==> src/pss_pkg.sv <==
// Shared types and constants for the process slot scheduler.
// Holds the request and response word layouts, operation, status, mode and
// register codes, and the control state type. Depends on nothing.
`default_nettype none

package pss_pkg;

  // Request word: one scheduler operation.
  typedef struct packed {
    logic [2:0]  operation;
    logic [5:0]  slot;
    logic [2:0]  new_status;
    logic [3:0]  prio_request;
    logic        slice_used;
    logic [31:0] now_tick;
  } req_word_t;

  // Response word: one result per request.
  typedef struct packed {
    logic [5:0] chosen_slot;
    logic       found;
    logic [2:0] slice_length;
  } rsp_word_t;

  // Operation codes.
  localparam logic [2:0] OP_ALLOC      = 3'd0;
  localparam logic [2:0] OP_SET_STATUS = 3'd1;
  localparam logic [2:0] OP_SET_PRIO   = 3'd2;
  localparam logic [2:0] OP_YIELD      = 3'd3;
  localparam logic [2:0] OP_PICK       = 3'd4;

  // Slot status codes.
  localparam logic [2:0] STAT_UNUSED   = 3'd0;
  localparam logic [2:0] STAT_USED     = 3'd1;
  localparam logic [2:0] STAT_RUNNABLE = 3'd2;
  localparam logic [2:0] STAT_RUNNING  = 3'd3;
  localparam logic [2:0] STAT_MAX      = 3'd5;

  // Scheduling modes; the unassigned code behaves as round robin.
  localparam logic [1:0] MODE_RR   = 2'd0;
  localparam logic [1:0] MODE_PRIO = 2'd1;
  localparam logic [1:0] MODE_MLFQ = 2'd2;

  // Configuration register indexes.
  localparam logic [1:0] CFG_SCHED_MODE       = 2'd0;
  localparam logic [1:0] CFG_BOOST_INTERVAL   = 2'd1;
  localparam logic [1:0] CFG_DEFAULT_PRIORITY = 2'd2;

  // Configuration reset values.
  localparam logic [1:0]  RST_SCHED_MODE       = MODE_RR;
  localparam logic [15:0] RST_BOOST_INTERVAL   = 16'd100;
  localparam logic [2:0]  RST_DEFAULT_PRIORITY = 3'd4;

  // Control sequencer states.
  typedef enum logic [2:0] {
    PS_IDLE,
    PS_RMW,
    PS_SCAN,
    PS_COMMIT,
    PS_DONE
  } ps_state_t;

endpackage

`default_nettype wire

==> src/process_slot_scheduler.sv <==
// Process slot scheduler top level: slot table memory, scan sequencer and
// response register. Depends on pss_pkg for word layouts and codes.
//
// Usage:
//   Requests arrive as req_word_t words on req/req_valid; a word is taken at a
//   clock edge where req_valid is high and req_stall is low. Each request
//   produces exactly one rsp_word_t word on rsp/rsp_valid, taken at an edge
//   where rsp_valid is high and rsp_stall is low. Configuration registers
//   (scheduling mode, boost interval, default priority) are written through
//   cfg_valid/cfg_ready/cfg_index/cfg_data; cfg_ready is always high, and
//   writes are expected only while no request is in flight.
//   One request is processed at a time. Accepted updates do a read-modify-write
//   of one entry before the response; a rejected word goes straight to the response stage.
//   Allocate and pick sweep the table through the single read port, one entry
//   per cycle, then commit the chosen entry before the response is formed.
//   A new request is accepted as soon as the previous one has been handed to
//   the response register, even while that word is still stalled. If the
//   receiver keeps stalling, the next result waits in the sequencer and
//   req_stall stays high until the response register frees up.
//   Reset (rst, synchronous) marks every slot unused through per-entry valid
//   bits, clears the round-robin pointer and boost timestamp, and restores
//   the configuration defaults. No clearing pass is needed.
`default_nettype none

module process_slot_scheduler #(
  parameter int SLOTS      = 64,
  parameter int PRIO_COUNT = 8,
  parameter int LEVELS     = 3
) (
  input  wire logic               clk,
  input  wire logic               rst,
  // Request channel.
  input  wire logic               req_valid,
  output logic                    req_stall,
  input  wire pss_pkg::req_word_t req,
  // Response channel.
  output logic                    rsp_valid,
  input  wire logic               rsp_stall,
  output pss_pkg::rsp_word_t      rsp,
  // Configuration write channel.
  input  wire logic               cfg_valid,
  output logic                    cfg_ready,
  input  wire logic [1:0]         cfg_index,
  input  wire logic [15:0]        cfg_data
);

  // Slot index, scan counter, stored priority and level widths. The stored
  // priority is never narrower than the default priority register.
  localparam int IW  = $clog2(SLOTS);
  localparam int CW  = $clog2(SLOTS + 1);
  localparam int PW  = ($clog2(PRIO_COUNT) > 3) ? $clog2(PRIO_COUNT) : 3;
  localparam int LW  = (LEVELS > 1) ? $clog2(LEVELS) : 1;

  typedef struct packed {
    logic [2:0]    status;
    logic [PW-1:0] prio;
    logic [LW-1:0] level;
  } ent_t;

  // Slice granted at a feedback level: two to the level, saturating at 7.
  function automatic logic [2:0] slice_of(input logic [LW-1:0] lv);
    logic [1:0] l2;
    logic [2:0] s;
    l2 = 2'(lv);
    case (l2)
      2'd0:    s = 3'd1;
      2'd1:    s = 3'd2;
      2'd2:    s = 3'd4;
      default: s = 3'd7;
    endcase
    return s;
  endfunction

  function automatic logic [IW-1:0] wrap_inc(input logic [IW-1:0] a);
    return (a == IW'(SLOTS - 1)) ? '0 : a + IW'(1);
  endfunction

  // Configuration registers.
  logic [1:0]  sched_mode;
  logic [15:0] boost_interval;
  logic [2:0]  default_priority;

  // Sequencer and datapath registers.
  pss_pkg::ps_state_t  state, state_next;
  pss_pkg::req_word_t  item;
  pss_pkg::rsp_word_t  res;
  logic                boost;
  logic [IW-1:0]       rr_pointer;
  logic [31:0]         last_boost;
  logic [IW-1:0]       scan_addr;
  logic [CW-1:0]       issue_cnt;
  logic                rd_pend;
  logic [IW-1:0]       rd_idx;
  logic                have;
  logic [IW-1:0]       best_idx;
  ent_t                best_ent;

  // Slot table memory and per-entry valid bits (an invalid entry is unused).
  ent_t                mem [SLOTS];
  logic [SLOTS-1:0]    vld;
  ent_t                rd_data;
  logic                rd_vld;
  logic                mem_we;
  logic [IW-1:0]       mem_wa;
  ent_t                mem_wd;
  logic [IW-1:0]       mem_ra;

  // Combinational helpers.
  ent_t                rd_eff;
  ent_t                rmw_ent;
  ent_t                boost_ent;
  ent_t                commit_ent;
  logic                is_pick;
  logic                mode_prio;
  logic                mode_fb;
  logic                in_table;
  logic                upd_ok;
  logic                scan_op;
  logic                boost_now;
  logic                req_take;
  logic                rsp_free;
  logic [LW-1:0]       lvl_eff;
  logic [PW:0]         prio_bound;
  logic                take;
  logic                boost_wr;
  logic [PW-1:0]       alloc_prio;
  pss_pkg::rsp_word_t  fail_res;
  pss_pkg::rsp_word_t  upd_res;
  pss_pkg::rsp_word_t  commit_res;

  assign cfg_ready = 1'b1;

  always_ff @(posedge clk) begin
    if (rst) begin
      sched_mode       <= pss_pkg::RST_SCHED_MODE;
      boost_interval   <= pss_pkg::RST_BOOST_INTERVAL;
      default_priority <= pss_pkg::RST_DEFAULT_PRIORITY;
    end else if (cfg_valid && cfg_ready) begin
      unique case (cfg_index)
        pss_pkg::CFG_SCHED_MODE:       sched_mode       <= cfg_data[1:0];
        pss_pkg::CFG_BOOST_INTERVAL:   boost_interval   <= cfg_data;
        pss_pkg::CFG_DEFAULT_PRIORITY: default_priority <= cfg_data[2:0];
        default: begin
        end
      endcase
    end
  end

  // Memory: one write port, one registered read port.
  always_ff @(posedge clk) begin
    if (mem_we) begin
      mem[mem_wa] <= mem_wd;
    end
    rd_data <= mem[mem_ra];
  end

  always_ff @(posedge clk) begin
    if (rst) begin
      vld    <= '0;
      rd_vld <= 1'b0;
    end else begin
      rd_vld <= vld[mem_ra];
      if (mem_we) begin
        vld[mem_wa] <= 1'b1;
      end
    end
  end

  // Decode of the request at the input and of the request being worked on.
  always_comb begin
    req_take  = req_valid && !req_stall;
    in_table  = ({26'd0, req.slot} < 32'(SLOTS));
    scan_op   = (req.operation == pss_pkg::OP_ALLOC) || (req.operation == pss_pkg::OP_PICK);
    boost_now = (req.operation == pss_pkg::OP_PICK) && (sched_mode == pss_pkg::MODE_MLFQ) &&
                ((req.now_tick - last_boost) >= {16'd0, boost_interval});
    case (req.operation)
      pss_pkg::OP_SET_STATUS: upd_ok = in_table && (req.new_status <= pss_pkg::STAT_MAX);
      pss_pkg::OP_SET_PRIO:   upd_ok = in_table && ({1'b0, req.prio_request} < 5'(PRIO_COUNT));
      pss_pkg::OP_YIELD:      upd_ok = in_table;
      default:                upd_ok = 1'b0;
    endcase

    is_pick   = (item.operation == pss_pkg::OP_PICK);
    mode_prio = is_pick && (sched_mode == pss_pkg::MODE_PRIO);
    mode_fb   = is_pick && (sched_mode == pss_pkg::MODE_MLFQ);
    rsp_free  = !rsp_valid || !rsp_stall;
  end

  // Entry as read, with a never-written slot seen as unused.
  always_comb begin
    rd_eff = rd_data;
    if (!rd_vld) begin
      rd_eff.status = pss_pkg::STAT_UNUSED;
    end
  end

  // Read-modify-write of a single slot for the update operations.
  always_comb begin
    rmw_ent = rd_eff;
    case (item.operation)
      pss_pkg::OP_SET_STATUS: rmw_ent.status = item.new_status;
      pss_pkg::OP_SET_PRIO:   rmw_ent.prio   = PW'(item.prio_request);
      default: begin
        rmw_ent.status = pss_pkg::STAT_RUNNABLE;
        // Demotion by one feedback level when the slice was used up.
        if ((sched_mode == pss_pkg::MODE_MLFQ) && item.slice_used &&
            (({1'b0, rd_eff.level} + (LW + 1)'(1)) < (LW + 1)'(LEVELS))) begin
          rmw_ent.level = rd_eff.level + LW'(1);
        end
      end
    endcase
  end

  // Scan evaluation for the entry whose read data just arrived.
  always_comb begin
    boost_wr  = boost && (rd_eff.status != pss_pkg::STAT_UNUSED);
    lvl_eff   = boost_wr ? '0 : rd_eff.level;
    boost_ent = rd_eff;
    boost_ent.level = '0;
    prio_bound = have ? {1'b0, best_ent.prio} : (PW + 1)'(PRIO_COUNT);
    if (item.operation == pss_pkg::OP_ALLOC) begin
      take = !have && (rd_eff.status == pss_pkg::STAT_UNUSED);
    end else if (mode_prio) begin
      take = (rd_eff.status == pss_pkg::STAT_RUNNABLE) && ({1'b0, rd_eff.prio} < prio_bound);
    end else if (mode_fb) begin
      take = (rd_eff.status == pss_pkg::STAT_RUNNABLE) && (!have || (lvl_eff < best_ent.level));
    end else begin
      take = !have && (rd_eff.status == pss_pkg::STAT_RUNNABLE);
    end
  end

  // Final write and response of an allocate or pick.
  always_comb begin
    alloc_prio = ({1'b0, item.prio_request} < 5'(PRIO_COUNT)) ?
                 PW'(item.prio_request) : PW'(default_priority);
    if (item.operation == pss_pkg::OP_ALLOC) begin
      commit_ent.status = pss_pkg::STAT_USED;
      commit_ent.prio   = alloc_prio;
      commit_ent.level  = '0;
    end else begin
      commit_ent        = best_ent;
      commit_ent.status = pss_pkg::STAT_RUNNING;
    end

    commit_res.chosen_slot  = have ? 6'(best_idx) : 6'd0;
    commit_res.found        = have;
    commit_res.slice_length = (have && mode_fb) ? slice_of(best_ent.level) : 3'd1;

    upd_res.chosen_slot  = item.slot;
    upd_res.found        = 1'b1;
    upd_res.slice_length = 3'd1;

    fail_res.chosen_slot  = 6'd0;
    fail_res.found        = 1'b0;
    fail_res.slice_length = 3'd1;
  end

  // Next state.
  always_comb begin
    state_next = state;
    unique case (state)
      pss_pkg::PS_IDLE: begin
        if (req_take) begin
          if (scan_op) begin
            state_next = pss_pkg::PS_SCAN;
          end else if (upd_ok) begin
            state_next = pss_pkg::PS_RMW;
          end else begin
            state_next = pss_pkg::PS_DONE;
          end
        end
      end
      pss_pkg::PS_RMW: state_next = pss_pkg::PS_DONE;
      pss_pkg::PS_SCAN: begin
        if ((issue_cnt == CW'(SLOTS)) && !rd_pend) begin
          state_next = pss_pkg::PS_COMMIT;
        end
      end
      pss_pkg::PS_COMMIT: state_next = pss_pkg::PS_DONE;
      pss_pkg::PS_DONE: begin
        if (rsp_free) begin
          state_next = pss_pkg::PS_IDLE;
        end
      end
      default: state_next = pss_pkg::PS_IDLE;
    endcase
  end

  // Sequencer outputs: stall and memory port control.
  always_comb begin
    req_stall = 1'b1;
    mem_we    = 1'b0;
    mem_wa    = rd_idx;
    mem_wd    = boost_ent;
    mem_ra    = scan_addr;
    unique case (state)
      pss_pkg::PS_IDLE: begin
        req_stall = 1'b0;
        mem_ra    = IW'(req.slot);
      end
      pss_pkg::PS_RMW: begin
        mem_we = 1'b1;
        mem_wa = IW'(item.slot);
        mem_wd = rmw_ent;
      end
      pss_pkg::PS_SCAN: begin
        // A boosting feedback pick clears the level of each used slot as it
        // passes; the read in flight is always a different slot.
        mem_we = rd_pend && boost_wr;
      end
      pss_pkg::PS_COMMIT: begin
        mem_we = have;
        mem_wa = best_idx;
        mem_wd = commit_ent;
      end
      pss_pkg::PS_DONE: begin
      end
      default: begin
      end
    endcase
  end

  always_ff @(posedge clk) begin
    if (rst) begin
      state      <= pss_pkg::PS_IDLE;
      rr_pointer <= '0;
      last_boost <= '0;
      rsp_valid  <= 1'b0;
      rd_pend    <= 1'b0;
      have       <= 1'b0;
      issue_cnt  <= '0;
    end else begin
      state <= state_next;

      // A new word may load in the same cycle that the old one is taken.
      if ((state == pss_pkg::PS_DONE) && rsp_free) begin
        rsp_valid <= 1'b1;
      end else if (rsp_valid && !rsp_stall) begin
        rsp_valid <= 1'b0;
      end

      unique case (state)
        pss_pkg::PS_IDLE: begin
          if (req_take) begin
            item      <= req;
            res       <= fail_res;
            boost     <= boost_now;
            have      <= 1'b0;
            rd_pend   <= 1'b0;
            issue_cnt <= '0;
            // Round robin resumes after the last pick; everything else
            // sweeps from slot zero.
            scan_addr <= ((req.operation == pss_pkg::OP_PICK) &&
                          (sched_mode != pss_pkg::MODE_PRIO) &&
                          (sched_mode != pss_pkg::MODE_MLFQ)) ? rr_pointer : '0;
            if (boost_now) begin
              last_boost <= req.now_tick;
            end
          end
        end
        pss_pkg::PS_RMW: begin
          res <= upd_res;
        end
        pss_pkg::PS_SCAN: begin
          if (issue_cnt != CW'(SLOTS)) begin
            scan_addr <= wrap_inc(scan_addr);
            issue_cnt <= issue_cnt + CW'(1);
            rd_idx    <= scan_addr;
            rd_pend   <= 1'b1;
          end else begin
            rd_pend   <= 1'b0;
          end
          if (rd_pend && take) begin
            have     <= 1'b1;
            best_idx <= rd_idx;
            best_ent <= boost_wr ? boost_ent : rd_eff;
          end
        end
        pss_pkg::PS_COMMIT: begin
          res <= commit_res;
          if (have && is_pick && !mode_prio && !mode_fb) begin
            rr_pointer <= wrap_inc(best_idx);
          end
        end
        pss_pkg::PS_DONE: begin
          if (rsp_free) begin
            rsp <= res;
          end
        end
        default: begin
        end
      endcase
    end
  end

endmodule

`default_nettype wire
==> config.mk <==
export PLATFORM = sky130hd
export DESIGN_NAME = process_slot_scheduler
export DESIGN_NICKNAME = d
export VERILOG_FILES = /design/src/pss_pkg.sv /design/src/process_slot_scheduler.sv
export SDC_FILE = /design/constraint.sdc
export NUM_CORES = 1
export LEC_CHECK = 0
export BUFFER_PORTS_ARGS = -buffer_cell sky130_fd_sc_hd__buf_2
export CORE_ASPECT_RATIO = 0.9
export CORE_MARGIN = 2
export CORE_UTILIZATION = 55
export DETAILED_ROUTE_END_ITERATION = 8
export GPL_ROUTABILITY_DRIVEN = 1
export PLACE_DENSITY = 0.73
export SKIP_CTS_REPAIR_TIMING = 1
export SYNTH_ARGS = -nofsm -noshare
export SYNTH_HDL_FRONTEND = slang
export SYNTH_SLANG_ARGS = --single-unit
==> constraint.sdc <==
create_clock -name clk -period 5.6 [get_ports clk]
set_input_delay 1.12 -clock clk [delete_from_list [all_inputs] [get_ports clk]]
set_output_delay 1.12 -clock clk [all_outputs]
set_load 0.02 [all_outputs]
# Word-level counts from Yosys, hierarchy flattened
# Memory sizes are Yosys's and may differ from the RTL's. A register that Yosys moved wholly into a read port is not among the register bits.
# Index checks and enable logic that the tools add are counted.
# totals
regBits	198
ramBits	512
inputBits	72
out_inout_bits	13
elab_cells	188
mem_count	1
# op_classes
add_sub_neg	6
order_cmp	10
n_eq_ne	29
muxes	51
bitwise	2
reduce_logical	60
# mem_list
name	depth	word_bits	rd	rd_ports_with_merged_regs	write_ports	line	source
mem	64	8	1	1	1	process_slot_scheduler.sv:99	ent_t mem [SLOTS];
# op_table
op	count
$or 64x64->64	1
$mux 6	7
$ge 32x16->1	1
$sub 32x32->32	1
$pmux 10 s3	1
$mux 3	9
$reduce_and 3->1	9
$logic_and 1x1->1	24
$pmux 6 s2	2
$mux 7	3
$eq 3x2->1 const B	6
$pmux 8 s2	1
$lt 6x7->1 const B	2
$pmux 7 s2	1
$mux 1	13
$add 6x1->6 const B	2
$eq 6x6->1 const B	2
$logic_not 3->1	4
$ne 2x2->1 const B	6
$pmux 3 s4	1
$mux 10	1
$reduce_and 2->1	5
$eq 3x1->1 const B	3
$eq 3x3->1 const B	3
other kinds (30)	50

# Longest topological paths before layout
# depth
depth_word	13
ltp_mapped	23
depth_no_buf	22

# Worst setup path after synthesis
# No wires, ideal clock.
# synth_timing
path_kind	input-to-reg
start	in req[0] (netlist bit)
end	reg boost (data pin)
setup_ns	0.262
t_arrival_ns	4.564
t_required_ns	5.338
setup_slack_ns	0.774
cell_stages	22
path_buffers	1
path_cell_list	inv_1 -> ha_1 -> fa_1 -> nand2b_1 -> a21oi_2 -> nor3_1 -> o21a_1 -> o21ai_0 -> a21o_1 -> a21oi_1 -> xnor2_1 -> ha_1 -> nand4_1 -> nor2_1 -> a211oi_1 -> nand4_1 -> nor4_1 -> nand3_1 -> nor4_2 -> and4_4 -> buf_6 -> nor3_1
# synth_between
elab_chain_cells	3
# synth_rtl
element	line	source
from (decl)	process_slot_scheduler.sv:35	input wire pss_pkg::req_word_t req,
$sub 32x32->32	process_slot_scheduler.sv:175	((req.now_tick - last_boost) >= {16'd0, boost_interval});
$ge 32x16->1	process_slot_scheduler.sv:175	
$logic_and 1x1->1	process_slot_scheduler.sv:174	boost_now = (req.operation == pss_pkg::OP_PICK) && (sched_mode == pss_pkg::MODE_MLFQ) &&
via boost_now	process_slot_scheduler.sv:119	logic boost_now;
to (signal assigned)	process_slot_scheduler.sv:347	boost <= boost_now;
to (decl)	process_slot_scheduler.sv:87	logic boost;
# The timed path passes the listed nets, and every way through them passes these cells.
# A chain may end at the register's enable or synchronous reset.

# Final worst setup path
# layout_timing
start	in req[0] (netlist bit)
end	reg last_boost[2]
# layout_between
elab_chain_cells	4
# layout_rtl
element	line	source
$sub 32x32->32	process_slot_scheduler.sv:175	
$ge 32x16->1	process_slot_scheduler.sv:175	
$logic_and 1x1->1	process_slot_scheduler.sv:174	
$reduce_and 3->1 (no line)	-	
to (signal assigned)	process_slot_scheduler.sv:357	last_boost <= req.now_tick;
to (decl)	process_slot_scheduler.sv:89	logic [31:0] last_boost;
# No other way between the ends.

==> impl_metrics.json <==
{
  "status": "finished, final reports clean",
  "rr_worst_depth": 21,
  "cts_inserted_buffers": 74,
  "gp_congestion": 0.9471,
  "setup_viol": 0,
  "ys_top_cells_by_area": "edfxtp_1 56%, mux4_2 10%, dfxtp_1 9.4%",
  "wl_per_cell_um": 24.40,
  "antenna_found_initial": 2,
  "firstDrtPassIters": 5,
  "cts_tree": "yes",
  "power.leakage_nw": 11.36,
  "max_slew_margin_pct": 25.37,
  "place_ws_ns": -0.1995,
  "cts_sinks": 718,
  "timing.final.max_slew_violations": 0,
  "critPathRequiredTime_ns": 6.14,
  "vias": 19360,
  "worstHoldEndpoint": "rsp[5]",
  "r2r-end": "last_boost[2]",
  "clk_pin_slew_ns": 0.06,
  "critPathCaptureType": "flip-flop",
  "rows": 82,
  "ys_seq_area_share_pct": 65.02,
  "r2r_start": "last_boost[0]",
  "fin_crit_sh_pct": 92.39,
  "grt_pass1_vias": 19350,
  "power_mw": 12.67,
  "drt_iter0_markers": 2053,
  "ant_nets": 0,
  "synth_nets": 2321,
  "wl_um": 75590,
  "core_region_area_mm2": 0.05561,
  "grt_max_degree": 65,
  "holdCritPathClass": "flip-flop to flip-flop",
  "die_y_um": 229.0,
  "io_buffer_count": 83,
  "cp-start-kind": "input port",
  "grt_remaining_overflow": 0,
  "holdPathStages": 0,
  "clock_latency_ns": 0.64,
  "yosys_warnings": 0,
  "post-route-min-period_ns": 5.174,
  "drive_gt1_share_pct": 18.38,
  "nNetsFinal": 2410,
  "worst_slew_pin_slew_ns": 1.117,
  "hold_violations": 0,
  "skew_ns": 0.02091,
  "cts-root-buf": "clkbuf_16",
  "avgViaCountPerCell": 6.250,
  "syn_inst": 2189,
  "die_area_mm2": 0.05815,
  "arrival_ns": 5.72,
  "hold_start": "res[5]",
  "track_usage_pct": 26.47,
  "ff2ff_setup_slack_ns": 0.76,
  "synth_common_cells": "573 x edfxtp_1, 253 x nor2_1, 175 x nand2_1",
  "powerDensity_mw_per_mm2": 364.8,
  "cap_violations": 0,
  "syn_to_final_growth_pct": 12.31,
  "grt_pass1_wl_um": 116200,
  "synth_edf_count": 573,
  "syn-cell-area_mm2": 0.03093,
  "yosysMostFrequentCell": "edfxtp_1",
  "peakVddDrop_mv": 0.2963,
  "rsz0062_at_grt": "false",
  "place_area_mm2": 0.03222,
  "hpwlAfterDp_um": 48820,
  "fmax_ghz": 0.1933,
  "io_pins": 85,
  "ys_seq_elements": 718,
  "syn_avg_cell_area_um2": 14.13,
  "tns_ns": 0,
  "critPathMaxFanout": 33,
  "ys.flop_type": "edfxtp_1",
  "drcViolationCount": 0,
  "layout_setup_ws_ns": 0.4259,
  "synth_top_area_cell": "edfxtp_1",
  "synthDistinctLibCells": 74,
  "crit_type": "input port to flip-flop",
  "start_util_pct": 55.62,
  "htree_levels": 3,
  "clockBufferDepth": 3,
  "final_area_mm2": 0.03474,
  "die_w_um": 254.0,
  "yosysTopAreaCellShare_pct": 55.63,
  "postSynth.asyncResetShare_pct": 0
}
-- registers in the layout, indices dropped and copies added (netlist names), 3 cells and up --
register,flops
rd_data,5
default_priority,3
best_idx,6
state,3
issue_cnt,7
last_boost,32
best_ent,5
res,10
item,17
boost_interval,16
boost_ent,3
scan_addr,6
rr_pointer,6
rd_idx,6
rsp,10
mem,512
vld,64
-- stage by stage --
step                util [%]  instances  hold WS [ns]
finish                 62.47       3098        0.4189
global route           62.47       3098        0.4234
CTS                    62.46       3096        0.4203
detailed placement     57.95       2958        0.4061
global placement       57.95       2958        0.4036
floorplan                  -       2189        0.4003
-- cell usage in the layout, fill, tap and decap left out, types with 15 or more instances in the layout --
cell,Yosys,layout
inv_1,69,69
mux4_2,144,144
dfxtp_1,145,145
edfxtp_1,573,573
a311oi_1,19,19
a211oi_1,58,57
xnor2_1,15,15
o21ai_1,26,26
o21ai_0,50,46
nor2_1,253,251
clkbuf_16,0,77
ha_1,59,59
nand3_1,16,16
buf_2,24,82
nor3_1,22,22
clkbuf_1,58,16
nand2_1,175,174
a31oi_1,22,22
a21oi_1,138,138
nand4_1,49,49
buf_4,14,41
and2_1,44,44
nand2b_1,18,18
-- kinds of logic (layout without fill, tap and decap cells) --
| kind of cell | Yosys count | after routing | synth area share (%) |
|---|---|---|---|
| AO/OA/AOI/OAI | 413 | 413 | 8.604 |
| XOR/XNOR | 29 | 29 | 0.8212 |
| adder cells (fa/ha/maj) | 60 | 60 | 2.451 |
| buffers and inverters | 184 | 335 | 2.840 |
| flip-flops | 718 | 718 | 65.02 |
| multiplexers | 162 | 162 | 11.12 |
| other | 1 | 3 | 0.01212 |
| AND/OR/NAND/NOR | 622 | 622 | 9.138 |
-- worst max path at each step --
stage / startpoint / end / slack (ns) / cells after the start
after detailed placement: req[0] / last_boost[2] / -0.20 / 23
after floorplan: req[0] / boost / 0.77 / 22
after global routing: req[0] / last_boost[2] / 0.07 / 23
after global placement: req[0] / last_boost[4] / 0.14 / 23
after CTS: req[0] / last_boost[2] / 0.44 / 23
final: req[0] / last_boost[2] / 0.43 / 23
-- report_power, final --
group	switching [mW]	leakage [nW]	internal [mW]
combinational	1.04	3.79	0.550
clock	2.12	1.21	2.91
sequential	0.0505	6.36	6.01
total	3.20	11.4	9.47
-- layer usage --
layer	global-route usage [%]	part of all wire (%)	vias to the layer above	wire length [um]
li1	-	-	8561	-
met4	8.327	2.7	0	2057
met3	4.626	8.2	135	6194
met1	38.78	42	9781	31830
met5	0	0	-	0
met2	40.80	47	887	35520
-- area by class of cell --
type / instances / area, um2
Antenna cell: 2 / 5.005
Clock inverter: 40 / 451.7
Fill cell: 4100 / 20870
Timing Repair Buffer: 127 / 798.3
Multi-Input combinational cell: 1287 / 10110
Inverter: 70 / 262.8
Clock buffer: 98 / 2056
Tap cell: 756 / 945.9
Sequential cell: 718 / 20110
-- critical path: stages --
cell and delay (ns):
buf_2 0.09, inv_1 0.04, ha_1 0.21, fa_1 0.40
nand2b_1 0.20, a21oi_2 0.21, nor3_1 0.08, o21a_1 0.21
o21ai_0 0.31, a21o_1 0.17, a21oi_1 0.07, xnor2_1 0.20
ha_1 0.26, nand4_1 0.12, nor2_1 0.09, a211oi_1 0.22
nand4_1 0.13, nor4_1 0.30, nand3_1 0.16, nor4_2 0.21
and4_4 0.53, o21ai_0 0.18, a21oi_1 0.19
Power figures use the tool's default switching activity.
